==> src/rtl/sdm_pkg.sv <==
`timescale 1ns / 1ps
`default_nettype none
// Shared types and constants for the signed 64-bit divide/modulo pipeline.
// No dependencies.
package sdm_pkg;

    localparam int FIELD_WIDTH = 64;

    typedef struct packed {
        logic neg_a;
        logic neg_b;
        logic zero;
    } t_sdm_flags;

endpackage
`default_nettype wire

==> src/rtl/sdm_post.sv <==
`timescale 1ns / 1ps
`default_nettype none
// Output stage: applies signs, forces the divide-by-zero quotient, widens
// to 64 bits and holds the result item. Depends on sdm_pkg.
module sdm_post import sdm_pkg::*; #(
    parameter int W = 64
) (
    input  wire logic                   i_clk,
    input  wire logic                   i_rst_n,
    input  wire logic                   i_en,
    input  wire logic                   i_valid,
    input  wire t_sdm_flags             i_flags,
    input  wire logic [W-1:0]           i_quo,
    input  wire logic [W-1:0]           i_rem,
    output logic                        o_valid,
    output logic [FIELD_WIDTH-1:0]      o_quotient,
    output logic [FIELD_WIDTH-1:0]      o_remainder
);

    logic [W-1:0]           q;
    logic [W-1:0]           r;
    logic                   r_valid;
    logic [FIELD_WIDTH-1:0] r_quotient;
    logic [FIELD_WIDTH-1:0] r_remainder;

    always_comb begin
        if (i_flags.zero) begin
            q = '0;
        end else if (i_flags.neg_a ^ i_flags.neg_b) begin
            q = ~i_quo + W'(1);
        end else begin
            q = i_quo;
        end
        r = i_flags.neg_a ? (~i_rem + W'(1)) : i_rem;
    end

    always_ff @(posedge i_clk) begin
        if (!i_rst_n) begin
            r_valid <= 1'b0;
        end else if (i_en) begin
            r_valid <= i_valid;
        end
    end

    always_ff @(posedge i_clk) begin
        if (i_en) begin
            r_quotient  <= FIELD_WIDTH'($signed(q));
            r_remainder <= FIELD_WIDTH'($signed(r));
        end
    end

    assign o_valid     = r_valid;
    assign o_quotient  = r_quotient;
    assign o_remainder = r_remainder;

endmodule
`default_nettype wire

==> config.mk <==
export PLATFORM = sky130hd
export DESIGN_NAME = sdm_post
export DESIGN_NICKNAME = d
export VERILOG_FILES = /design/src/rtl/sdm_pkg.sv /design/src/rtl/sdm_post.sv
export SDC_FILE = /design/constraint.sdc
export NUM_CORES = 1
export LEC_CHECK = 0
export BUFFER_PORTS_ARGS = -buffer_cell sky130_fd_sc_hd__buf_2
export CORE_MARGIN = 5
export CORE_UTILIZATION = 30
export DETAILED_ROUTE_END_ITERATION = 10
export SLEW_MARGIN = 20
export SYNTH_ARGS = -nofsm -noshare
export SYNTH_HDL_FRONTEND = slang
export SYNTH_SLANG_ARGS = --single-unit
==> constraint.sdc <==
create_clock -name i_clk -period 3 [get_ports i_clk]
set_input_delay 0.45 -clock i_clk [delete_from_list [all_inputs] [get_ports i_clk]]
set_output_delay 0.45 -clock i_clk [all_outputs]
set_load 0.005 [all_outputs]
==> summary.md <==
| Metric | Value |
|---|---|
| Detailed placement HPWL | `roughly 18000 µm` |
| VDD IR max | `between 0.3 and 0.4 mV` |
| DR vias/cell | `5.034` |
| Pre-antenna DRT Iters | `5` |
| Final Skew | `0 ns` |
| CTS Hold Bufs | `0` |
| Number of port buffers | `roughly 260` |
| CTS buffer count | `17` |
| Drc violations | `0` |
| Filler cells | `between 2000 and 3000` |
| Critical path class | `input port to register` |
| Initial antenna violation count | `1` |
| P_sw | `about 1.4 mW` |
| Sequential Area | `3864 µm²` |
| Yosys Warn Count | `0` |
| Total gr overflow | `0` |
| # rows | `58` |
| Area grow syn2layout | `32.57%` |
| Via count | `6630` |
| Pre-CTS WS | `0.1646 ns` |
| Top cells by instance count after synthesis | `128 x edfxtp_1, 79 x xnor2_1, 70 x nor2_1` |
| Post-synthesis sequential area ratio | `0.5129` |
| Async SR Flop Fraction | `0` |
| Minimum clock period | `2.407 ns` |
| Critical Path Fanout Max | `6` |
| Min-Delay Path Depth | `2` |
| Syn_nets | `833` |
| Max transition margin | `0.5059` |
| Combinational fraction of design power | `0.167` |
| Power, Total | `5.219 mW` |
| H-tree levels | `4` |
| Final worst setup slack | `~0.59 ns` |
| 1st-iter DRT viols | `406` |
| Final hold vios | `0` |
| Vias in the first global route | `6566` |
| Wire length per cell | `18.14 µm` |
| Clk pwr share | `0.399` |
| Total wire length | `~24000 µm` |
| Unrepaired setup endpoints after global routing | `no` |
| Gr usage total | `0.1658` |
| Most common cell in the netlist | `edfxtp_1` |
| Required @ worst endpoint | `roughly 3.2 ns` |
| Clock latency on the worst-skew pair | `0.41 ns` |
| Die area | `28380 µm²` |
| Nets@finish | `1111` |
| Cells after Synth | `about 700` |
| Die width | `168.5 µm` |
| Total Neg Setup Slack | `0 ns` |
| Clock sink total | `129` |
| Clk buf depth | `2` |
| Design Area, Final | `between 9000 and 10000 µm²` |
| Worst Hold Class | `input port to register` |
| CORE AREA | `24960 µm²` |
| Reg2reg setup slack | `2.40 ns` |
| CP endpoint kind | `register` |
| Final setup violation count | `0` |
| # IOs | `264` |
| Synth Flop Type | `edfxtp_1` |
| Post-layout util | `0.4001` |
| Hold Path Origin | `i_rst_n` |
| Critical R2R Capture | `o_valid` |
| Die Ht | `168.5 µm` |
| CP startpoint kind | `input port` |
| Register share of total power | `0.434` |
| Distinct cell type count after synthesis | `56` |
| Layout cells sized above 1 | `0.3718` |
| FMAX | `415.5 MHz` |
| Root Driver | `clkbuf_16` |
| Power Dens Cells | `between 500 and 600 nW/µm²` |
| Initial core utilization | `0.3018` |
| P_leak | `3.737 nW` |
| Remaining antenna violation count | `0` |
| Worst Hold End | `o_valid` |
| Fin crit share | `0.8022` |
| Area of the multi-input gates | `3526 µm²` |
| Register bit total from synthesis | `129` |
| Share of the synthesized area in the top cell type | `0.5102` |
| Synth top area cells | `edfxtp_1 51%, xnor2_1 9.2%, nor2_1 3.5%` |
| CTS tree | `yes` |
| Sw Ratio | `0.2755` |
| Slew of the pin with the lowest slew margin | `0.7411 ns` |
| Synthesized cell area | `around 7500 µm²` |
| Largest net degree at the start of global routing | `65` |
| Cell count of the worst reg-to-reg path | `2` |
| Post-synth EDFFs | `128` |
| Clock slew at reported path FFs | `0.06 ns` |
| Max cap viols | `0` |
| DP Area | `around 9400 µm²` |
| Avg Cell Area, Syn | `10.82 µm²` |
| Synth area leader | `edfxtp_1` |
| First-pass GRT wire length | `between 30000 and 40000 µm` |
| Slew Limit Fails | `0` |
| Post-CTS Setup Inserts | `0` |
| Critical path arrival | `approximately 2.6 ns` |
| # resized after CTS | `0` |
| # diodes | `0` |
| Final Wtd Congestion | `between 0.8 and 0.9` |
| Reg-to-Reg Start | `o_valid` |
| Internal power | `3.782 mW` |
| Status | `finished clean` |
## critical path: stages
cell,delay [ns]
buf_2,0.12
or4_4,0.56
or4_4,0.58
nor4_4,0.49
nor2_1,0.09
a311o_1,0.27
## layer usage
layer | GRT usage | wire [µm] | part of all wire
met2 | 0.2662 | 11060 | 0.46
met4 | 0.03564 | 252 | 0.011
met5 | 0 | 11 | 0.00046
met1 | 0.2159 | 10250 | 0.43
met3 | 0.06095 | 2306 | 0.097
## logic make-up (layout without fill, tap and decap cells)
kind of cell               after synthesis  count (layout)  synth area share
buffers and inverters                   41             332           0.02159
muxes                                   22              22           0.03222
DFF                                    129             129            0.5129
AOI/OAI and AO/OA                      135             135            0.1184
and+or+nand+nor                        278             278            0.2081
xor gates and xnor gates                89              89            0.1035
adders and majority gates                2               2          0.003321
## flip-flops by register name, summed over array words and instances (netlist names)
name	count
o_quotient	64
o_remainder	64
o_valid	1
## layout by cell type, fill, tap and decap left out, types with 8 or more instances in the layout
master,count
nor3_1,28
o21ai_0,31
nor2b_1,21
o41ai_1,17
nand2_1,31
edfxtp_1,128
or4_1,11
nand4_1,8
nor2_1,70
clkbuf_16,17
or3_1,28
o31ai_1,29
buf_2,262
nand3_1,10
xnor2_1,78
mux2_2,16
a21oi_1,30
nor4_1,21
a31oi_1,13
xor2_1,10
buf_4,27
or2_2,12
## worst max path at each step
stage               cells past startpoint      start  slack [ns]        endpoint
finish                                  6  i_quo[34]        0.59  o_quotient[62]
CTS                                     6  i_quo[34]        0.62  o_quotient[62]
global route                           10   i_quo[0]        0.53  o_quotient[62]
detailed placement                      6  i_quo[34]        0.16  o_quotient[62]
floorplan                               6  i_quo[34]        0.39  o_quotient[62]
global placement                        6  i_quo[34]        0.18  o_quotient[62]
## power groups by stage
stage          clock [mW]  combinational (mW)  sequential [mW]
2_1_floorplan           0               0.364             2.32
3_3_place_gp            0               0.871             2.30
3_5_place_dp            0               0.880             2.30
4_1_cts              2.15               0.882             2.27
5_1_grt              2.22               0.969             2.28
6_report             2.08               0.873             2.26
## per-stage QoR
step / cells / hold WS [ns]
CTS: 1317 / 0.2281
global route: 1317 / 0.2677
floorplan: 696 / 0.5073
global placement: 1285 / 0.4947
finish: 1317 / 0.2490
detailed placement: 1285 / 0.5137
## layout make-up
cell class | count | share of cell area
Multi-Input combinational cell | 526 | 0.3530
Clock inverter | 14 | 0.01441
Timing Repair Buffer | 293 | 0.1587
Clock buffer | 18 | 0.04297
Tap cell | 330 | 0.04134
Inverter | 7 | 0.002631
Sequential cell | 129 | 0.3869
Note: power is estimated with default switching activity, not from simulation.
