--- src/rtl/sdm_pkg.sv ---
`timescale 1ns / 1ps
`default_nettype none
// Shared types and constants for the signed 64-bit divide/modulo pipeline.
// No dependencies.
package sdm_pkg;

    localparam int FIELD_WIDTH = 64;

    typedef struct packed {
        logic neg_a;
        logic neg_b;
        logic zero;
    } t_sdm_flags;

endpackage
`default_nettype wire

--- src/rtl/sdm_step.sv ---
`timescale 1ns / 1ps
`default_nettype none
// One restoring-division step: shifts in a dividend bit, trial subtract,
// emits one quotient bit. Depends on sdm_pkg.
module sdm_step import sdm_pkg::*; #(
    parameter int W = 64
) (
    input  wire logic         i_clk,
    input  wire logic         i_rst_n,
    input  wire logic         i_en,
    input  wire logic         i_valid,
    input  wire t_sdm_flags   i_flags,
    input  wire logic [W-1:0] i_rem,
    input  wire logic [W-1:0] i_quo,
    input  wire logic [W-1:0] i_div,
    output logic              o_valid,
    output t_sdm_flags        o_flags,
    output logic [W-1:0]      o_rem,
    output logic [W-1:0]      o_quo,
    output logic [W-1:0]      o_div
);

    logic [W:0]   shifted;
    logic [W:0]   diff;
    logic         take;
    logic [W-1:0] n_rem;
    logic [W-1:0] n_quo;
    logic         r_valid;
    t_sdm_flags   r_flags;
    logic [W-1:0] r_rem;
    logic [W-1:0] r_quo;
    logic [W-1:0] r_div;

    always_comb begin
        shifted = {i_rem, i_quo[W-1]};
        diff    = shifted - {1'b0, i_div};
        take    = ~diff[W];
        n_rem   = take ? diff[W-1:0] : shifted[W-1:0];
        n_quo   = {i_quo[W-2:0], take};
    end

    always_ff @(posedge i_clk) begin
        if (!i_rst_n) begin
            r_valid <= 1'b0;
        end else if (i_en) begin
            r_valid <= i_valid;
        end
    end

    always_ff @(posedge i_clk) begin
        if (i_en) begin
            r_flags <= i_flags;
            r_rem   <= n_rem;
            r_quo   <= n_quo;
            r_div   <= i_div;
        end
    end

    assign o_valid = r_valid;
    assign o_flags = r_flags;
    assign o_rem   = r_rem;
    assign o_quo   = r_quo;
    assign o_div   = r_div;

endmodule
`default_nettype wire

--- config.mk ---
export PLATFORM = sky130hd
export DESIGN_NAME = sdm_step
export DESIGN_NICKNAME = d
export VERILOG_FILES = /design/src/rtl/sdm_pkg.sv /design/src/rtl/sdm_step.sv
export SDC_FILE = /design/constraint.sdc
export NUM_CORES = 1
export LEC_CHECK = 0
export BUFFER_PORTS_ARGS = -buffer_cell sky130_fd_sc_hd__buf_2
export CAP_MARGIN = 30
export CORE_ASPECT_RATIO = 0.5
export CORE_UTILIZATION = 55
export CTS_CLUSTER_SIZE = 12
export DETAILED_ROUTE_END_ITERATION = 6
export PLACE_DENSITY = 0.89
export SLEW_MARGIN = 20
export SYNTH_ARGS = -nofsm -noshare
export SYNTH_HDL_FRONTEND = slang
export SYNTH_SLANG_ARGS = --single-unit
export TNS_END_PERCENT = 10
--- constraint.sdc ---
create_clock -name i_clk -period 5.5 [get_ports i_clk]
set_clock_uncertainty 0.05 [all_clocks]
set_input_delay 0.275 -clock i_clk [delete_from_list [all_inputs] [get_ports i_clk]]
set_output_delay 0.275 -clock i_clk [all_outputs]
set_load 0.02 [all_outputs]
==> summary.txt, run 1 <==
Setup path
  – Startpoint types: input pin
  – Worst path buffer plus inverter count: 4
  – CP top delay family: simple AND/OR/NAND/NOR gates
  – Critical Path, Cell by Cell: dlygate4sd3_1 -> buf_2 -> inv_1 -> ha_1 -> nand4_1 -> or4_1 -> or3_1 -> o32a_1 -> a21oi_2 -> o21ai_1 -> and2_4 -> o211a_4 -> inv_6 -> mux2_1
  – Critical path fanouts, max: 60
  – Critical-path top delay cell: or4_1
  – Crit path arrival time: 4.57 ns
  – Critical path required time: 5.63 ns
  – Critical path type: input pin to flop
  – Worst path max stage delay: 0.61 ns
  – Endpoint type of the worst setup path: flop

Global routing
  – Initial antenna violation count: 4
  – Gr usage total: 32.0%
  – Vias in the first global route: 9598
  – Busiest grt layer: met2
  – GR Util met1: 39.2%
  – First-pass GRT wire length: 50.6 mm
  – Grt met3 use: 6.09%
  – Largest net degree at the start of global routing: 81
  – Total gr overflow: 0
  – M2 GR Usage: 56.8%

Power
  – Maximum vdd drop: 0.205 mV
  – Pwr/cell area: 291 nW/um^2
  – Leakage: 6.72 nW

Floorplanning
  – Initial Util: 56.3%
  – Std cell rows: 36
  – Core area: slightly below 20000 sq um
  – Die H: 102 um
  – Ports: 395
  – Die area: 20600 sq um
  – Die X: 202 um

Route
  – Via count: 9887
  – First-pass detailed-route iteration total: 7
  – Vias/cell: 5.71
  – Initial DRC count: 872
  – # DRC: 0
  – Routed wire length: 34.0 mm
  – Antenna-violating nets left: 0
  – DR WL/cell: 19.7 um

Cells and area
  – Proportion of layout cells with a drive suffix above 1: 30.3%
  – Final Util: 77.0%
  – Most common cell after layout, fill and taps aside: buf_2
  – Final #Nets: 1716
  – Syn-to-layout area delta: 36.9%
  – Final-layout fill cell count: between 1000 and 1500
  – Commonest non-fill, non-tap cells in the layout: buf_2, edfxtp_1, dlygate4sd3_1, inv_1, a21oi_1
  – Final Cell Area: 15000 sq um

Yosys
  – Cell Area, Synth: 11000 sq um
  – Seq/Total Area, Yosys: roughly 54%
  – Post-synth EDFFs: 195
  – Syn. warnings: 0
  – Main synth FF type: edfxtp_1
  – #FFs+latches synth: 196
  – Syn avg cell area: 11.7 sq um
  – Post-Synthesis Cells: 937
  – Post-synth ARST share: 0%
  – Post-Syn Nets: 1201
  – Distinct cells, synth: 75

Clocking
  – Post-CTS setup buffer count: 0
  – H-tree depth: 4
  – Reg clk slew, reported paths: around 0.070 ns
  – Post-cts repair resize count: 0
  – Clock Sinks: between 150 and 200
  – CTS buffer count: 17
  – Latest clock arrival within the worst-skew pair: between 0.4 and 0.5 ns
  – Max clock buf depth: 2
  – Hold Buf Count CTS: about 130
  – CTS Root Cell: clkbuf_16
  – CTS tree: yes

STA
  – Final Max Slew Viols: 0
  – WHS: 0.0162 ns
  – Setup violations, final: 0
  – Fin crit period: around 4.4 ns
  – Final period util: 80.8%
  – Slew @ Worst Pin: 0.927 ns
  – Final Hold Vio Count: 0
  – RSZ-0062 raised after global routing: no
  – FMAX: 225 MHz
  – Setup TNS: 0 ns
  – Rel. slew slack: 37.4%
  – Final WS setup: 1.06 ns

Placement
  – DP Wirelength: 23.1 mm
  – Pre-CTS setup slack: 1.26 ns
  – Placer Congestion: 0.881
  – Area of placed instances: roughly 13000 sq um
  – I/O Buffers: 394

Run
  – Max-cap viol count: 0

Run status
  – Run status: complete, no violations

Hold path
  – Worst hold path type: input pin to flop
-- synthesized netlist by cell type (8+ instances only) --
| master | count | area share (%) |
|---|---|---|
| a21o_1 | 32 | 2.2 |
| a21oi_1 | 76 | 3.5 |
| clkbuf_1 | 24 | 0.82 |
| edfxtp_1 | 195 | 53 |
| ha_1 | 64 | 7.3 |
| inv_1 | 85 | 2.9 |
| mux2_1 | 54 | 5.5 |
| nand2_1 | 62 | 2.1 |
| nand2b_1 | 9 | 0.51 |
| nand3_1 | 10 | 0.46 |
| nand4_1 | 20 | 1.1 |
| nor2_1 | 40 | 1.4 |
| nor2b_1 | 11 | 0.63 |
| nor3_1 | 9 | 0.41 |
| o21a_1 | 8 | 0.55 |
| o21ai_0 | 23 | 1.0 |
| o21ai_1 | 15 | 0.68 |
| o21bai_1 | 15 | 1.0 |
| xnor2_1 | 34 | 2.7 |
| xor2_1 | 23 | 1.8 |
-- report_power, final --
group	internal (mW)	switching (mW)
Sequential	1.85	0.0459
Combinational	0.510	0.772
Clock	0.588	0.603
-- final timing paths --
kind	start	slack, ns	to	depth (start not counted)
max	i_div[27]	1.06	o_rem[54]	14
min	i_rst_n	0.02	o_valid	2
max reg2reg	o_valid	4.83	o_valid	2
min reg2reg	o_valid	0.50	o_valid	2
-- kinds of logic after synthesis --
| group | Yosys count | synth area share, % |
|---|---|---|
| buffers and inverters | 119 | 4.55 |
| adders and majority gates | 65 | 7.48 |
| DFF | 196 | 53.5 |
| and+or+nand+nor | 196 | 8.91 |
| muxes | 64 | 6.55 |
| AOI/OAI and AO/OA | 240 | 14.4 |
| xor gates and xnor gates | 57 | 4.55 |
-- layer usage --
| layer | wire [um] | vias to the layer above | part of all wire (%) |
|---|---|---|---|
| li1 | - | 4519 | - |
| met1 | 13400 | 4738 | 39 |
| met2 | 17100 | 518 | 50 |
| met3 | 2320 | 106 | 6.8 |
| met4 | 1230 | 6 | 3.6 |
| met5 | 31 | - | 0.091 |
-- final cells by class --
class	instances	area, sq um	share of cell area [%]
Timing Repair Buffer	529	3360	22.3
Antenna cell	2	5.00	0.0333
Inverter	86	328	2.18
Sequential cell	196	5880	39.1
Tap cell	266	333	2.21
Multi-Input combinational cell	622	4600	30.6
Clock inverter	11	93.8	0.625
Clock buffer	19	433	2.88
-- sequential cells by signal (all words and copies together), names as in the netlist --
| signal | cells |
|---|---|
| o_div | 64 |
| o_flags | 3 |
| o_quo | 64 |
| o_rem | 64 |
| o_valid | 1 |
-- stage by stage --
step           power (mW)  std cells
6_report             4.37       1731
5_1_grt              4.52       1730
4_1_cts              4.33       1726
3_5_place_dp         3.09       1568
3_3_place_gp         3.05       1568
2_1_floorplan        2.69        937
-- worst register-to-register path: cells and delay by family (launching register included) --
kind	cells	cell delay (ns)
simple gates	1	0.06
flops	1	0.31
mux	1	0.14
Note: power is estimated with default switching activity, not from simulation.
==> run 2: changes to the inputs <==
--- a/config.mk
+++ b/config.mk
@@ -5,13 +5,14 @@
 export SDC_FILE = /design/constraint.sdc
 export NUM_CORES = 1
 export LEC_CHECK = 0
+export ABC_AREA = 1
 export BUFFER_PORTS_ARGS = -buffer_cell sky130_fd_sc_hd__buf_2
 export CAP_MARGIN = 30
 export CORE_ASPECT_RATIO = 0.5
-export CORE_UTILIZATION = 55
+export CORE_UTILIZATION = 53
 export CTS_CLUSTER_SIZE = 12
 export DETAILED_ROUTE_END_ITERATION = 6
-export PLACE_DENSITY = 0.89
+export PLACE_DENSITY = 0.84
 export SLEW_MARGIN = 20
 export SYNTH_ARGS = -nofsm -noshare
 export SYNTH_HDL_FRONTEND = slang
==> constraint.sdc (replaced) <==
create_clock -name i_clk -period 4.65 [get_ports i_clk]
set_clock_uncertainty 0.05 [all_clocks]
set_input_delay 0.2325 -clock i_clk [delete_from_list [all_inputs] [get_ports i_clk]]
set_output_delay 0.2325 -clock i_clk [all_outputs]
set_load 0.02 [all_outputs]
==> run 2 against run 1 <==
  * The flow now finishes with violations (design-rule violations)
  * Synthesized cell count increased by 92%
  * Register-to-register slack got worse by 1.6 ns
  * Combinational power increased by 41%
  * Core utilization decreased by 2.9 points
  * Hold slack improved by 0.00055 ns
  * Via count increased by 51%
  * Flip-flop and latch count unchanged
  * Synthesized area increased by 19%
  * Sequential power increased by 18%
  * Wire length increased by 65%
  * First-iteration DRC count increased to 3.1 times the previous value
  * Largest power group unchanged
  * Highest routed layer is now met4
==> summary.txt, run 2 <==
Yosys
  – Seq/Total Area, Yosys: 44.8% (-8.7 points)
  – Cell Area, Synth: 13100 sq um (+19%)
  – Synth top area cells: edfxtp_1, nand2_1, inv_1, ha_1, nor2_1
  – Post-Synthesis Cells: 1803 (+92%)
  – #FFs+latches synth: 196 (unchanged)
  – Post-synth ARST share: 0% (unchanged)
  – Post-synth EDFFs: 195 (unchanged)
  – Distinct cells, synth: 32 (-57%)
  – Post-Syn Nets: 2067 (+72%)
  – Syn avg cell area: 7.27 sq um (-38%)
  – Area share of the largest cell type after synthesis: 44.7% (-8.7 points)
  – Main synth FF type: edfxtp_1
  – Commonest cells post-synth: nand2_1, inv_1, edfxtp_1
  – Most frequent cell after synthesis: nand2_1
  – Cell taking the most area after synthesis: edfxtp_1
  – Syn. warnings: 0 (unchanged)

Cells and area
  – Proportion of layout cells with a drive suffix above 1: 19.7% (-11 points)
  – Register area: 5880 sq um (unchanged)
  – Final-layout fill cell count: 1762 (+48%)
  – Final Util: 74.1% (-2.9 points)
  – Syn-to-layout area delta: 36.3%
  – Most common cell after layout, fill and taps aside: nand2_1
  – Multi-input gate area: 5630 sq um (+22%)
  – Commonest non-fill, non-tap cells in the layout: nand2_1, buf_2, inv_1, edfxtp_1, dlygate4sd3_1
  – Final #Nets: 2648 (+54%)

Route
  – First-pass detailed-route iteration total: 7 (unchanged)
  – Initial DRC count: 2731 (+210%)
  – Via count: 14900 (+51%)
  – Antenna-violating nets left: 0 (unchanged)
  – Routed wire length: 56.2 mm (+65%)
  – Vias/cell: 5.46 (-4.4%)
  – # DRC: 154 (+154)
  – DR WL/cell: 20.5 um (+4.5%)

Clocking
  – CTS Root Cell: clkbuf_16
  – CTS buffer count: 17 (unchanged)
  – Clock Sinks: 196 (unchanged)
  – CTS tree: yes
  – Hold Buf Count CTS: 179 (+40%)
  – Latest clock arrival within the worst-skew pair: 0.47 ns (+0.04 ns)
  – Post-CTS setup buffer count: 0 (unchanged)
  – Post-cts repair resize count: 0 (unchanged)
  – Reg clk slew, reported paths: 0.09 ns (+0.02 ns)
  – Max clock buf depth: 2 (unchanged)
  – H-tree depth: 4 (unchanged)

Placement
  – Placer Congestion: 0.992 (+13%)
  – Pre-CTS setup slack: 1.40 ns (+0.139 ns)
  – DP Wirelength: 36.1 mm (+56%)
  – I/O Buffers: 394 (unchanged)

Setup path
  – Critical path type: input pin to flop
  – CP top delay family: simple AND/OR/NAND/NOR gates
  – Critical path required time: 4.94 ns (-0.69 ns)
  – Crit-path most repeated cell: nand2_1
  – Crit path arrival time: 4.09 ns (-0.48 ns)
  – Critical path fanouts, max: 65 (+8.3%)
  – Crit path to: o_rem[27]
  – Worst path buffer plus inverter count: 3 (-1)
  – Worst path max stage delay: 0.65 ns (+0.04 ns)
  – R2R Path Start: o_valid
  – Worst-case reg-to-reg path depth: 3 (+1)
  – Reg-to-reg slack, setup: 3.26 ns (-1.57 ns)
  – Critical-path top delay cell: nand2_4
  – CP Depth: 16 (+2)
  – Critical Path, Cell by Cell: dlygate4sd3_1 -> buf_2 -> inv_1 -> ha_1 -> nand2_1 -> nor2_1 -> nand2_1 -> nor2_2 -> nand2_1 -> nand2_2 -> nand2_2 -> nand2_2 -> nand2_2 -> nand2_4 -> nand2_1 -> nand2_1
  – Crit path launch: i_div[23]
  – Endpoint type of the worst setup path: flop
  – Startpoint types: input pin
  – FF-to-FF End: o_valid

STA
  – Final period util: 81.8%
  – Fin crit period: 3.80 ns
  – Slew @ Worst Pin: 0.996 ns (+0.0687 ns)
  – Setup TNS: 0 ns (unchanged)
  – Final Hold Vio Count: 0 (unchanged)
  – FMAX: 263 MHz
  – Setup violations, final: 0 (unchanged)
  – Final Max Slew Viols: 0 (unchanged)
  – RSZ-0062 raised after global routing: no
  – Final WS setup: 0.846 ns (-0.213 ns)
  – Rel. slew slack: 33.6% (-3.8 points)

Hold path
  – Worst hold path type: input pin to flop
  – Hold depth: 3 (+1)

Power
  – Sequential share of power: 38.9% (-4.5 points)
  – Sw Share: 37.4% (+4.9 points)
  – Leakage: 9.85 nW (+47%)
  – Internal Power: 3.58 mW (+22%)
  – Sw power: 2.14 mW (+51%)
  – Pwr/cell area: 320 nW/um^2 (+10%)
  – Clock share of power: 29.6% (+2.3 points)
  – Gate power share: 31.5% (+2.1 points)
  – Maximum vdd drop: 0.262 mV (+28%)

Floorplanning
  – Std cell rows: 40 (+11%)
  – Die X: 224 um (+11%)
  – Core area: 24100 sq um (+24%)
  – Die H: 113 um (+11%)
  – Ports: 395 (unchanged)
  – Die area: 25400 sq um (+24%)
  – Initial Util: 54.4% (-1.9 points)

Global routing
  – First-pass GRT wire length: 80.3 mm (+59%)
  – Largest net degree at the start of global routing: 134 (+65%)
  – Gr usage total: 42.7% (+11 points)
  – Total gr overflow: 0 (unchanged)
  – Initial antenna violation count: 3 (-1)
  – Vias in the first global route: 13700 (+43%)

Run status
  – Run status: complete, but fails checks
  – Failing checks: design-rule violations

Run
  – Max-cap viol count: 0 (unchanged)
-- run 2: changes by cell type after synthesis, moves of 32 or more --
cell | previous run | this run
nand2_1 | 62 | 788
mux2_1 | 54 | 0
xnor2_1 | 34 | 1
nand3_1 | 10 | 70
a21o_1 | 32 | 0
inv_1 | 85 | 389
nor2_1 | 40 | 103
-- run 2: how the worst min path moves through the flow --
stage / start / to
after CTS: i_rem[32] / o_rem[33]
after global routing: i_rem[42] / o_rem[43]
after global placement: i_quo[47] / o_quo[48]
after floorplan: i_en / o_valid
after detailed placement: i_quo[35] / o_quo[36]
final: i_rem[49] / o_rem[50]
-- run 2: metrics by stage --
stage | instances | area [sq um] | total power, mW | hold slack [ns]
detailed placement | 2521 | 15400 | 3.78 | 0.361
finish | 2736 | 17900 | 5.72 | 0.0167
floorplan | 1803 | 13100 | 3.22 | 0.276
global route | 2736 | 17900 | 5.87 | 0.00401
CTS | 2732 | 17800 | 5.52 | 0.0000480
global placement | 2521 | 15400 | 3.75 | 0.359
-- run 2: tightest hold or removal path, delay by kind of cell --
family / cells / cell delay [ns]
buf+inv: 1 / 0.09
simple gates: 2 / 0.11
-- run 2: kinds of logic after synthesis --
kind of cell / after synthesis / share of synthesized area [%]
DFF: 196 / 44.8
buffers and inverters: 407 / 12.3
xor gates and xnor gates: 31 / 2.07
adders and majority gates: 65 / 6.26
AOI/OAI and AO/OA: 67 / 2.71
and+or+nand+nor: 1037 / 31.8
-- run 2: area by class of cell --
class | count | share of cell area [%]
Clock buffer | 17 | 2.38
Antenna cell | 3 | 0.0420
Timing Repair Buffer | 575 | 21.4
Sequential cell | 196 | 32.9
Clock inverter | 15 | 1.27
Inverter | 394 | 8.27
Tap cell | 336 | 2.35
Multi-Input combinational cell | 1200 | 31.5
-- run 2: routing by layer --
layer	track usage (%)	vias up	share of wire, %	wire (um)
met3	11.8	286	14	7750
met5	0	-	0	0
met4	17.6	0	5.0	2800
li1	-	6677	-	-
met1	57.6	6703	39	22000
met2	65.2	1278	42	23700
-- run 2: power groups by stage --
stage | Clock (mW) | Combinational [mW] | Sequential (mW)
after floorplan | 0 | 0.738 | 2.49
after global placement | 0 | 1.51 | 2.24
after detailed placement | 0 | 1.53 | 2.25
after CTS | 1.64 | 1.67 | 2.21
after global routing | 1.74 | 1.90 | 2.24
final | 1.70 | 1.80 | 2.23
