`src/rtl/sdm_pkg.sv`:
```
`timescale 1ns / 1ps
`default_nettype none
// Shared types and constants for the signed 64-bit divide/modulo pipeline.
// No dependencies.
package sdm_pkg;

    localparam int FIELD_WIDTH = 64;

    typedef struct packed {
        logic neg_a;
        logic neg_b;
        logic zero;
    } t_sdm_flags;

endpackage
`default_nettype wire

```
`src/rtl/sdm_pre.sv`:
```
`timescale 1ns / 1ps
`default_nettype none
// Input stage: narrows the operands, takes magnitudes, records the signs and flags a zero divisor.
// Depends on sdm_pkg.
module sdm_pre import sdm_pkg::*; #(
    parameter int W = 64
) (
    input  wire logic                   i_clk,
    input  wire logic                   i_rst_n,
    input  wire logic                   i_en,
    input  wire logic                   i_valid,
    input  wire logic [FIELD_WIDTH-1:0] i_dividend,
    input  wire logic [FIELD_WIDTH-1:0] i_divisor,
    output logic                        o_valid,
    output t_sdm_flags                  o_flags,
    output logic [W-1:0]                o_quo,
    output logic [W-1:0]                o_div
);

    logic [W-1:0] a;
    logic [W-1:0] b;
    logic [W-1:0] n_quo;
    logic [W-1:0] n_div;
    t_sdm_flags   n_flags;
    logic         r_valid;
    t_sdm_flags   r_flags;
    logic [W-1:0] r_quo;
    logic [W-1:0] r_div;

    always_comb begin
        a             = i_dividend[W-1:0];
        b             = i_divisor[W-1:0];
        n_quo         = a[W-1] ? (~a + W'(1)) : a;
        n_div         = b[W-1] ? (~b + W'(1)) : b;
        n_flags.neg_a = a[W-1];
        n_flags.neg_b = b[W-1];
        n_flags.zero  = (b == '0);
    end

    always_ff @(posedge i_clk) begin
        if (!i_rst_n) begin
            r_valid <= 1'b0;
        end else if (i_en) begin
            r_valid <= i_valid;
        end
    end

    always_ff @(posedge i_clk) begin
        if (i_en) begin
            r_flags <= n_flags;
            r_quo   <= n_quo;
            r_div   <= n_div;
        end
    end

    assign o_valid = r_valid;
    assign o_flags = r_flags;
    assign o_quo   = r_quo;
    assign o_div   = r_div;

endmodule
`default_nettype wire

```
`config.mk`:
```
export PLATFORM = sky130hd
export DESIGN_NAME = sdm_pre
export DESIGN_NICKNAME = d
export VERILOG_FILES = /design/src/rtl/sdm_pkg.sv /design/src/rtl/sdm_pre.sv
export SDC_FILE = /design/constraint.sdc
export NUM_CORES = 1
export LEC_CHECK = 0
export BUFFER_PORTS_ARGS = -buffer_cell sky130_fd_sc_hd__buf_2
export CAP_MARGIN = 40
export CORE_MARGIN = 2
export CORE_UTILIZATION = 35
export CTS_BUF_LIST = sky130_fd_sc_hd__clkbuf_8
export CTS_CLUSTER_DIAMETER = 60
export CTS_CLUSTER_SIZE = 40
export DETAILED_ROUTE_END_ITERATION = 16
export PLACE_DENSITY = 0.67
export RECOVER_POWER = 25
export SETUP_SLACK_MARGIN = 0.02
export SLEW_MARGIN = 20
export SYNTH_ARGS = -nofsm -noshare
export SYNTH_HDL_FRONTEND = slang
export SYNTH_SLANG_ARGS = --single-unit
```
`constraint.sdc`:
```
create_clock -name i_clk -period 3.5 [get_ports i_clk]
set_input_delay 0.35 -clock i_clk [delete_from_list [all_inputs] [get_ports i_clk]]
set_output_delay 0.35 -clock i_clk [all_outputs]
set_load 0.02 [all_outputs]
```
==> flow_summary_export.csv, run 1 <==
group,metric,value,unit
global_routing,grt_max_degree,78,
critical_path,crit_type,"in2reg",
timing,clock.fmax,364,MHz
clock_network,cts.repair.resized,0,
floorplan,fp.coreArea,18900,um^2
placement,io_buffers,263,
pwr,power,4.22,mW
worst_hold_path,min_from,"i_rst_n",
pwr,switchingPower,1.16,mW
clock_network,cts_setup_buffers,0,
global_routing,grt_pass1_vias,5496,
finish,nets,948,
outcome,outcome,"complete, but fails checks",
yosys,synth_nets,677,
floorplan,io_pins,264,
timing,worst_slew_margin_rel,-34.0,%
global_routing,antenna_found_initial,2,
finish,multiInputGateArea,2750,um^2
clock_network,h-tree-depth,4,
route,post-route-drc-count,0,
critical_path,worst_ep_arrival_time,2.93,ns
pwr,peakVddDrop,239,uV
clock_network,clk_path_buf_depth,2,
timing,fin_crit,2.75,ns
critical_path,crit_path_cell_trace,"clkbuf_1, clkbuf_1, o21ai_0, xnor2_1",
clock_network,cts_tree,"yes",
yosys,yosys.area_share.simple,13.7,%
pwr,switching_share,27.4,%
placement,hpwl,14.6,mm
outcome,violations,"capacitance limit, slew limit",
critical_path,r2r_cells,2,
yosys,synthXorXnorAreaFrac,15.7,%
route,drt-total-wl,18.9,mm
pwr,p_int,3.07,mW
timing,fin_skew,0,ns
yosys,synth_mux_area_share,0.147,%
yosys,netlist-cell-type-count,34,
floorplan,die_w,143,um
clock_network,hold_buffers,0,
timing,worst_pin_slew,2.01,ns
clock_network,clock_latency,0.43,ns
critical_path,cp_slowest_cell,"clkbuf_1",
critical_path,crit_path_start_kind,"primary input",
timing,drv_slew,126,
worst_hold_path,holdCritPathClass,"in2reg",
global_routing,overflow,0,
clock_network,path_clk_slew,0.08,ns
pwr,p_leak,3.20,nW
clock_network,cts_num_sinks,132,
pwr,p_per_area,476,nW/um^2
yosys,ys_warn_count,0,
placement,gp_congestion,0.849,
critical_path,critPathLaunch,"i_dividend[63]",
yosys,synth_top_family_by_area,"XOR/XNOR gates",
finish,area_delta_synth_final,30.6,%
floorplan,dieArea,20600,um^2
route,first_pass_iters,4,
timing,setup_viol,0,
placement,dp_cells,1055,
finish,regArea,3950,um^2
critical_path,r2r_end,"o_valid",
route,drt-wirelength-per-cell,17.4,um
critical_path,reg2reg_from,"o_valid",
yosys,netlist_area,6800,um^2
global_routing,grt_usage,18.3,%
route,drtIter0Drc,283,
route,via_per_inst,5.09,
pwr,p_clk_share,34.6,%
floorplan,die_h,143,um
timing,rsz0062_at_grt,"no",
pwr,power_frac_seq,46.9,%
critical_path,max_stage_delay,1.41,ns
timing,hold_viol,0,
critical_path,rrSetupSlack,2.88,ns
job,max_cap_violations,2,
finish,nFillCells,1834,
route,ant_nets,0,
clock_network,cts_inserted_buffers,17,
finish,final_cells,1088,
finish,final_core_util,47.0,%
yosys,yosysSeqAreaShare,58.2,%
timing,tns,0,ns
timing,fin_crit_sh,78.4,%
yosys,synthAdderAreaFrac,0.368,%
yosys,syn_avg_cell_area,12.5,um^2
critical_path,required,3.69,ns
critical_path,path_buf_inv,2,
yosys,synth_cells,543,
floorplan,start_util,36.0,%
floorplan,rows,50,
pwr,comb_power_share,18.6,%
clock_network,clk_root_buffer_cell,"clkbuf_8",
worst_hold_path,min_path_cells,2,
yosys,synth-seq-cells,132,
critical_path,path_max_fanout,47,
worst_hold_path,holdPathEnd,"o_valid",
yosys,synth_compound_area_share,10.5,%
finish,drive_above_1_share,37.2,%
critical_path,end_kind,"flop",
critical_path,crit_path_frequent_cell,"clkbuf_1",
timing,worst_hold_slack,0.130,ns
critical_path,cp_top_family,"buffers and inverters",
global_routing,grt_pass1_wl,28.7,mm
route,num_vias,5534,
-- area by class of cell --
| cell class | count | area share [%] |
|---|---|---|
| multi-input cells | 387 | 31.0 |
| well taps | 260 | 3.66 |
| diodes | 1 | 0.0282 |
| clock inverters | 15 | 2.41 |
| repair buffers | 271 | 15.5 |
| inverters | 5 | 0.211 |
| clock buffers | 17 | 2.64 |
| flip-flops and latches | 132 | 44.5 |
-- metrics by stage --
step / setup WS (ns) / cell area, um^2
3_5_place_dp: 0.533 / 8470
5_1_grt: 0.453 / 8880
3_3_place_gp: 0.564 / 8430
6_report: 0.754 / 8880
4_1_cts: 1.03 / 8910
2_1_floorplan: 0.958 / 6800
-- cells in the mapped netlist --
master,number,share of area [%]
and2_1,1,0.092
clkbuf_1,16,0.88
buf_1,2,0.11
edfxtp_1,131,58
nor4_1,11,1.0
o41ai_2,1,0.24
nor4_4,2,0.63
or4_4,1,0.17
o31ai_1,41,4.5
and2_0,1,0.092
and3_1,1,0.092
nor3_1,10,0.74
or4b_2,1,0.15
or4_1,27,3.0
or2_2,8,0.74
mux2i_1,1,0.15
nand4_1,9,0.83
dfxtp_1,1,0.29
nand4b_1,1,0.13
ha_1,2,0.37
or3_1,14,1.3
nand2_1,38,2.1
nand3_1,8,0.59
xnor2_1,122,16
nand3b_1,3,0.33
nor4b_1,1,0.13
nor2_1,15,0.83
o41ai_1,23,3.0
o21ai_0,38,2.8
buf_2,1,0.074
nand2b_1,4,0.37
nor2b_1,1,0.092
nor4_2,2,0.37
inv_1,5,0.28
-- worst register-to-register path: stages (launching register included) --
cell and delay (ns):
dfxtp_1 0.31, mux2i_1 0.12, nor2b_1 0.07
-- power groups by stage --
stage                     clock, mW  combinational, mW  sequential [mW]
after floorplan                   0              0.208             2.23
after global placement            0              0.782             2.01
after detailed placement          0              0.794             2.01
after CTS                      1.50              0.795             1.98
after global routing           1.56              0.847             2.00
final                          1.46              0.784             1.98
-- worst max-delay path by stage --
| stage | to | depth (start not counted) |
|---|---|---|
| 2_1_floorplan | o_quo[61] | 6 |
| 6_report | o_quo[12] | 4 |
| 4_1_cts | o_div[47] | 6 |
| 3_5_place_dp | o_div[47] | 6 |
| 5_1_grt | o_quo[25] | 4 |
| 3_3_place_gp | o_quo[59] | 7 |
-- per-layer routing --
metal  global-route usage [%]  wire length, um  vias up
met5                        0                0        -
met4                     7.48              465        0
met3                     7.43             2060       31
met2                     29.9             8900      260
met1                     21.4             7450     2590
li1                         -                -     2653
-- cells in the final DEF, fill, tap and decap left out, types with 3 or more instances in the layout --
| master | netlist | routed |
|---|---|---|
| o21ai_0 | 38 | 38 |
| nand3b_1 | 3 | 3 |
| nor2_1 | 15 | 15 |
| bufinv_16 | 0 | 5 |
| or4_1 | 27 | 27 |
| nand3_1 | 8 | 8 |
| edfxtp_1 | 131 | 131 |
| o31ai_1 | 41 | 41 |
| xnor2_1 | 122 | 122 |
| nor3_1 | 10 | 10 |
| nor4_1 | 11 | 11 |
| clkbuf_1 | 16 | 6 |
| nand2_1 | 38 | 38 |
| inv_1 | 5 | 7 |
| clkinvlp_4 | 0 | 3 |
| buf_2 | 1 | 258 |
| nand2b_1 | 4 | 4 |
| or3_1 | 14 | 14 |
| or2_2 | 8 | 8 |
| nand4_1 | 9 | 9 |
| buf_4 | 0 | 5 |
| clkbuf_8 | 0 | 17 |
| o41ai_1 | 23 | 23 |
-- cells by family (layout without fill, tap and decap cells) --
family | Yosys count | after routing
simple gates | 159 | 159
flops | 132 | 132
xor+xnor | 122 | 122
compound gates | 103 | 103
buf+inv | 24 | 308
fa+ha+maj | 2 | 2
mux | 1 | 1
other cells | 0 | 1
-- registers in the layout, indices dropped and copies added (netlist names) --
register and cells:
o_flags 3, o_valid 1, o_div 64, o_quo 64
No activity file was read; power rests on OpenSTA's default activity.
==> run 2, diff against run 1 <==
==> constraint.sdc (replaced) <==
create_clock -name i_clk -period 2.8 [get_ports i_clk]
set_input_delay 0.28 -clock i_clk [delete_from_list [all_inputs] [get_ports i_clk]]
set_output_delay 0.28 -clock i_clk [all_outputs]
set_load 0.02 [all_outputs]
==> flow_summary_export.csv, run 2 (same netlist as run 1, synthesis figures left out) <==
group,metric,value,unit
pwr,p_clk_share,31.2,%
timing,fin_skew,0,ns
global_routing,grt_usage,18.2,%
critical_path,required,2.98,ns
global_routing,antenna_found_initial,1,
timing,worst_slew_margin_rel,-26.1,%
timing,fin_crit_sh,80.9,%
worst_hold_path,holdPathEnd,"o_valid",
clock_network,clk_root_buffer_cell,"clkbuf_8",
finish,area_delta_synth_final,31.1,%
global_routing,grt_pass1_vias,5326,
timing,worst_pin_slew,1.89,ns
clock_network,cts.repair.resized,0,
worst_hold_path,holdCritPathClass,"in2reg",
route,first_pass_iters,5,
job,max_cap_violations,1,
pwr,p_int,3.56,mW
finish,final_cell_mix,"buf_2, edfxtp_1, xnor2_1",
route,post-route-drc-count,0,
critical_path,crit_type,"in2reg",
finish,nFillCells,1815,
route,drt-total-wl,19.2,mm
pwr,switchingPower,1.47,mW
clock_network,cts_setup_buffers,0,
critical_path,r2r_end,"o_valid",
clock_network,clk_path_buf_depth,2,
route,drt-wirelength-per-cell,17.5,um
critical_path,end_kind,"flop",
critical_path,crit_path_start_kind,"primary input",
critical_path,rrSetupSlack,2.18,ns
floorplan,die_w,143,um
finish,nets,962,
floorplan,start_util,36.0,%
critical_path,path_max_fanout,7,
clock_network,cts_num_sinks,132,
placement,gp_congestion,0.859,
critical_path,r2r_cells,2,
timing,drv_slew,133,
clock_network,cts_tree,"yes",
route,num_vias,5575,
timing,hold_viol,0,
pwr,comb_power_share,19.6,%
clock_network,path_clk_slew,0.07,ns
pwr,switching_share,29.2,%
floorplan,rows,50,
timing,clock.fmax,442,MHz
global_routing,overflow,0,
pwr,p_leak,3.22,nW
placement,io_buffers,263,
outcome,violations,"capacitance limit, slew limit",
timing,tns,0,ns
timing,fin_crit,2.26,ns
outcome,outcome,"complete, but fails checks",
clock_network,cts_inserted_buffers,17,
route,drtIter0Drc,250,
pwr,power,5.03,mW
critical_path,reg2reg_from,"o_valid",
finish,mostFrequentLayoutCell,"buf_2",
route,ant_nets,0,
route,via_per_inst,5.08,
global_routing,grt_pass1_wl,28.6,mm
clock_network,hold_buffers,0,
finish,diodes,0,
worst_hold_path,min_from,"i_rst_n",
floorplan,dieArea,20600,um^2
finish,drive_above_1_share,38.7,%
global_routing,grt_max_degree,133,
timing,rsz0062_at_grt,"no",
pwr,power_frac_seq,49.2,%
finish,final_core_util,47.2,%
floorplan,io_pins,264,
critical_path,worst_ep_arrival_time,2.44,ns
pwr,p_per_area,564,nW/um^2
clock_network,h-tree-depth,4,
timing,setup_viol,0,
clock_network,clock_latency,0.43,ns
floorplan,fp.coreArea,18900,um^2
worst_hold_path,min_path_cells,2,
placement,hpwl,14.6,mm
pwr,peakVddDrop,269,uV
floorplan,die_h,143,um
## run 2: worst max path at each step
stage,start,to,slack (ns)
floorplan,i_dividend[49],o_quo[61],0.33
global placement,i_dividend[37],o_quo[59],0.05
detailed placement,i_dividend[37],o_quo[59],0.11
CTS,i_dividend[37],o_quo[59],0.57
global route,i_dividend[0],o_quo[56],0.42
finish,i_dividend[37],o_quo[59],0.54
## run 2: through the flow
step	cell area (um^2)	setup slack (ns)	std cells	hold slack [ns]
2_1_floorplan	6800	0.328	543	0.379
3_3_place_gp	8560	0.0471	1069	0.491
3_5_place_dp	8560	0.107	1069	0.496
4_1_cts	8930	0.575	1098	0.0167
5_1_grt	8910	0.418	1098	0.0297
6_report	8910	0.536	1098	0.0599
## run 2: metal layers
| layer | track usage [%] | wire (um) | vias to the layer above |
|---|---|---|---|
| li1 | - | - | 2675 |
| met4 | 6.45 | 295 | 0 |
| met3 | 6.56 | 2030 | 19 |
| met2 | 30.3 | 9120 | 236 |
| met1 | 21.8 | 7720 | 2645 |
| met5 | 0 | 0 | - |
## run 2: final cells by class
type	count	area (um^2)	area share, %
flip-flops and latches	132	3950	44.4
multi-input cells	387	2750	30.9
clock inverters	12	135	1.52
inverters	5	18.8	0.211
repair buffers	285	1490	16.7
well taps	260	325	3.65
clock buffers	17	234	2.63
## run 2: power groups by stage
stage / Sequential [mW] / Combinational [mW] / Clock [mW]
global route: 2.50 / 1.06 / 1.70
finish: 2.47 / 0.987 / 1.57
floorplan: 2.79 / 0.260 / 0
global placement: 2.52 / 0.982 / 0
CTS: 2.47 / 0.996 / 1.63
detailed placement: 2.51 / 0.993 / 0
## run 2: critical path: stages
cell	delay, ns
buf_2	0.11
or4_1	0.62
nor4_1	0.39
buf_4	0.19
nand4_1	0.09
buf_4	0.18
o41ai_1	0.35
buf_4	0.18
xnor2_1	0.05
==> run 3, diff against run 2 <==
--- a/config.mk
+++ b/config.mk
@@ -5,6 +5,7 @@
 export SDC_FILE = /design/constraint.sdc
 export NUM_CORES = 1
 export LEC_CHECK = 0
+export ABC_AREA = 1
 export BUFFER_PORTS_ARGS = -buffer_cell sky130_fd_sc_hd__buf_2
 export CAP_MARGIN = 40
 export CORE_MARGIN = 2
@@ -13,7 +14,7 @@
 export CTS_CLUSTER_DIAMETER = 60
 export CTS_CLUSTER_SIZE = 40
 export DETAILED_ROUTE_END_ITERATION = 16
-export PLACE_DENSITY = 0.67
+export PLACE_DENSITY = 0.64
 export RECOVER_POWER = 25
 export SETUP_SLACK_MARGIN = 0.02
 export SLEW_MARGIN = 20
==> constraint.sdc (replaced) <==
create_clock -name i_clk -period 2.1 [get_ports i_clk]
set_input_delay 0.21 -clock i_clk [delete_from_list [all_inputs] [get_ports i_clk]]
set_output_delay 0.21 -clock i_clk [all_outputs]
set_load 0.02 [all_outputs]
==> flow_summary_export.csv, run 3 <==
group,metric,value,unit
outcome,outcome,"complete, no violations",
yosys,synth.largest_area_cell,"edfxtp_1",
route,first_pass_iters,7,
critical_path,crit_path_start_kind,"primary input",
timing,drv_slew,0,
global_routing,grt_pass1_vias,7927,
yosys,ys.flop_type,"edfxtp_1",
finish,drive_above_1_share,26.2,%
yosys,netlist_area,8440,um^2
yosys,syn_avg_cell_area,7.77,um^2
yosys,synth-seq-cells,132,
timing,setup_ws,0.240,ns
route,ant_nets,0,
finish,nets,1504,
global_routing,antenna_found_initial,1,
yosys,synthArstFlopShare,0,%
floorplan,fp.coreArea,23500,um^2
clock_network,cts_inserted_buffers,17,
placement,dpl_cell_area,10200,um^2
yosys,ys_warn_count,0,
critical_path,cp_slowest_cell,"dlygate4sd3_1",
floorplan,start_util,35.9,%
finish,final_cells,1703,
timing,fin_crit,1.86,ns
critical_path,crit_path_frequent_cell,"nand2_2",
yosys,synthMostInstantiatedCell,"nand2_1",
finish,nFillCells,2431,
floorplan,die_w,159,um
clock_network,h-tree-depth,4,
yosys,synth_cells,1087,
clock_network,clk_root_buffer_cell,"clkbuf_8",
timing,clock.fmax,538,MHz
clock_network,cts_tree,"yes",
finish,area_delta_synth_final,26.1,%
timing,worst_slew_margin_rel,34.0,%
critical_path,crit_type,"in2reg",
route,num_vias,8146,
job,max_cap_violations,0,
finish,mostFrequentLayoutCell,"nand2_1",
timing,tns,0,ns
timing,fin_skew,0,ns
critical_path,path_max_fanout,6,
finish,final_area,10600,um^2
timing,hold_viol,0,
critical_path,max_stage_delay,0.53,ns
placement,preCtsSetupSlack,0.316,ns
yosys,yosysTopAreaCellShare,46.6,%
placement,gp_congestion,0.926,
clock_network,cts.repair.resized,0,
critical_path,required,2.30,ns
global_routing,grt_max_degree,42,
timing,fin_crit_sh,88.6,%
yosys,synth_nets,1221,
yosys,synth_common_cells,"nand2_1, nor2_1, edfxtp_1",
route,drt-wirelength-per-cell,16.2,um
pwr,peakVddDrop,392,uV
pwr,p_per_area,661,nW/um^2
yosys,netlist-cell-type-count,34,
finish,final_cell_mix,"nand2_1, buf_2, nor2_1",
route,post-route-drc-count,0,
placement,dp_cells,1666,
timing,worst_pin_slew,0.990,ns
floorplan,rows,56,
route,drt-total-wl,27.6,mm
placement,hpwl,22.7,mm
yosys,yosysSeqAreaShare,46.8,%
clock_network,clock_latency,0.45,ns
clock_network,clk_path_buf_depth,2,
floorplan,io_pins,264,
floorplan,die_h,159,um
yosys,synth_area_leaders,"edfxtp_1, nand2_1, nor2_1",
global_routing,grt_usage,21.6,%
worst_hold_path,min_from,"i_divisor[59]",
floorplan,dieArea,25400,um^2
timing,rsz0062_at_grt,"no",
critical_path,crit_path_cell_trace,"dlygate4sd3_1, clkbuf_1, inv_1, ha_1, nand2_2, nor2_4, nand2_2, o21ai_2, nand2_1, xor2_1",
route,via_per_inst,4.78,
critical_path,critPathLaunch,"i_dividend[0]",
yosys,synth_edf_count,131,
pwr,p_leak,4.70,nW
global_routing,overflow,0,
critical_path,worst_ep_arrival_time,2.06,ns
placement,io_buffers,263,
clock_network,cts_num_sinks,132,
critical_path,reg2reg_from,"o_valid",
global_routing,grt_pass1_wl,42.6,mm
clock_network,path_clk_slew,0.08,ns
worst_hold_path,holdCritPathClass,"in2reg",
critical_path,end_kind,"flop",
route,drtIter0Drc,599,
timing,setup_viol,0,
## run 3: path summary, 6_finish.rpt
kind                            depth (start not counted)        end  slack (ns)
worst max-delay path                                   10  o_quo[34]        0.24
worst min-delay path                                    3  o_div[59]        0.03
worst max register to register                          3    o_valid        0.88
worst min register to register                          3    o_valid        1.13
## run 3: what timing repair did
action | in CTS | in global routing
setup buffers | 0 | 0
hold endpoints to repair | 3 | 0
hold buffers | 4 | 0
## run 3: report_power, final
group	internal, mW	switching (mW)	leakage [nW]
Combinational	0.487	1.03	3.21
Clock	1.16	1.08	0.201
Sequential	3.20	0.0694	1.29
Total	4.85	2.19	4.70
## run 3: logic make-up (layout without fill, tap and decap cells)
logic type	after synthesis	count (layout)	share of synthesized area (%)
compound gates	46	46	3.28
xor+xnor	63	63	6.54
fa+ha+maj	2	2	0.296
buf+inv	108	404	4.95
flops	132	132	46.8
other cells	0	1	0
simple gates	736	736	38.1
## run 3: layer usage
metal | vias to the layer above | share of wire (%) | global-route usage [%]
met4 | 2 | 2.3 | 7.15
li1 | 4090 | - | -
met5 | - | 0.047 | 0
met3 | 36 | 7.5 | 3.83
met1 | 3675 | 40 | 26.6
met2 | 343 | 50 | 38.3
## run 3: area by class of cell
type,count,area (um^2),area share [%]
Multi-Input combinational cell,847,4070,38.2
Sequential cell,132,3950,37.1
Timing Repair Buffer,278,1470,13.8
Tap cell,319,399,3.75
Inverter,94,353,3.31
Clock buffer,17,234,2.20
Clock inverter,15,165,1.55
Antenna cell,1,2.50,0.0235
## run 3: stage by stage
stage | total power, mW | hold WS (ns) | utilization, %
after floorplan | 4.17 | 0.303 | -
after global placement | 4.85 | 0.405 | 43.4
after detailed placement | 4.86 | 0.406 | 43.4
after CTS | 7.11 | 0.0131 | 45.3
after global routing | 7.33 | 0.0529 | 45.2
final | 7.04 | 0.0345 | 45.2
## run 3: worst max-delay path: cells and delay by family
family / cells / cell delay, ns
buffers and inverters: 3 / 0.72
and+or+nand+nor: 4 / 0.49
AOI/OAI and AO/OA: 1 / 0.29
adders and majority gates: 1 / 0.18
xor gates and xnor gates: 1 / 0.16
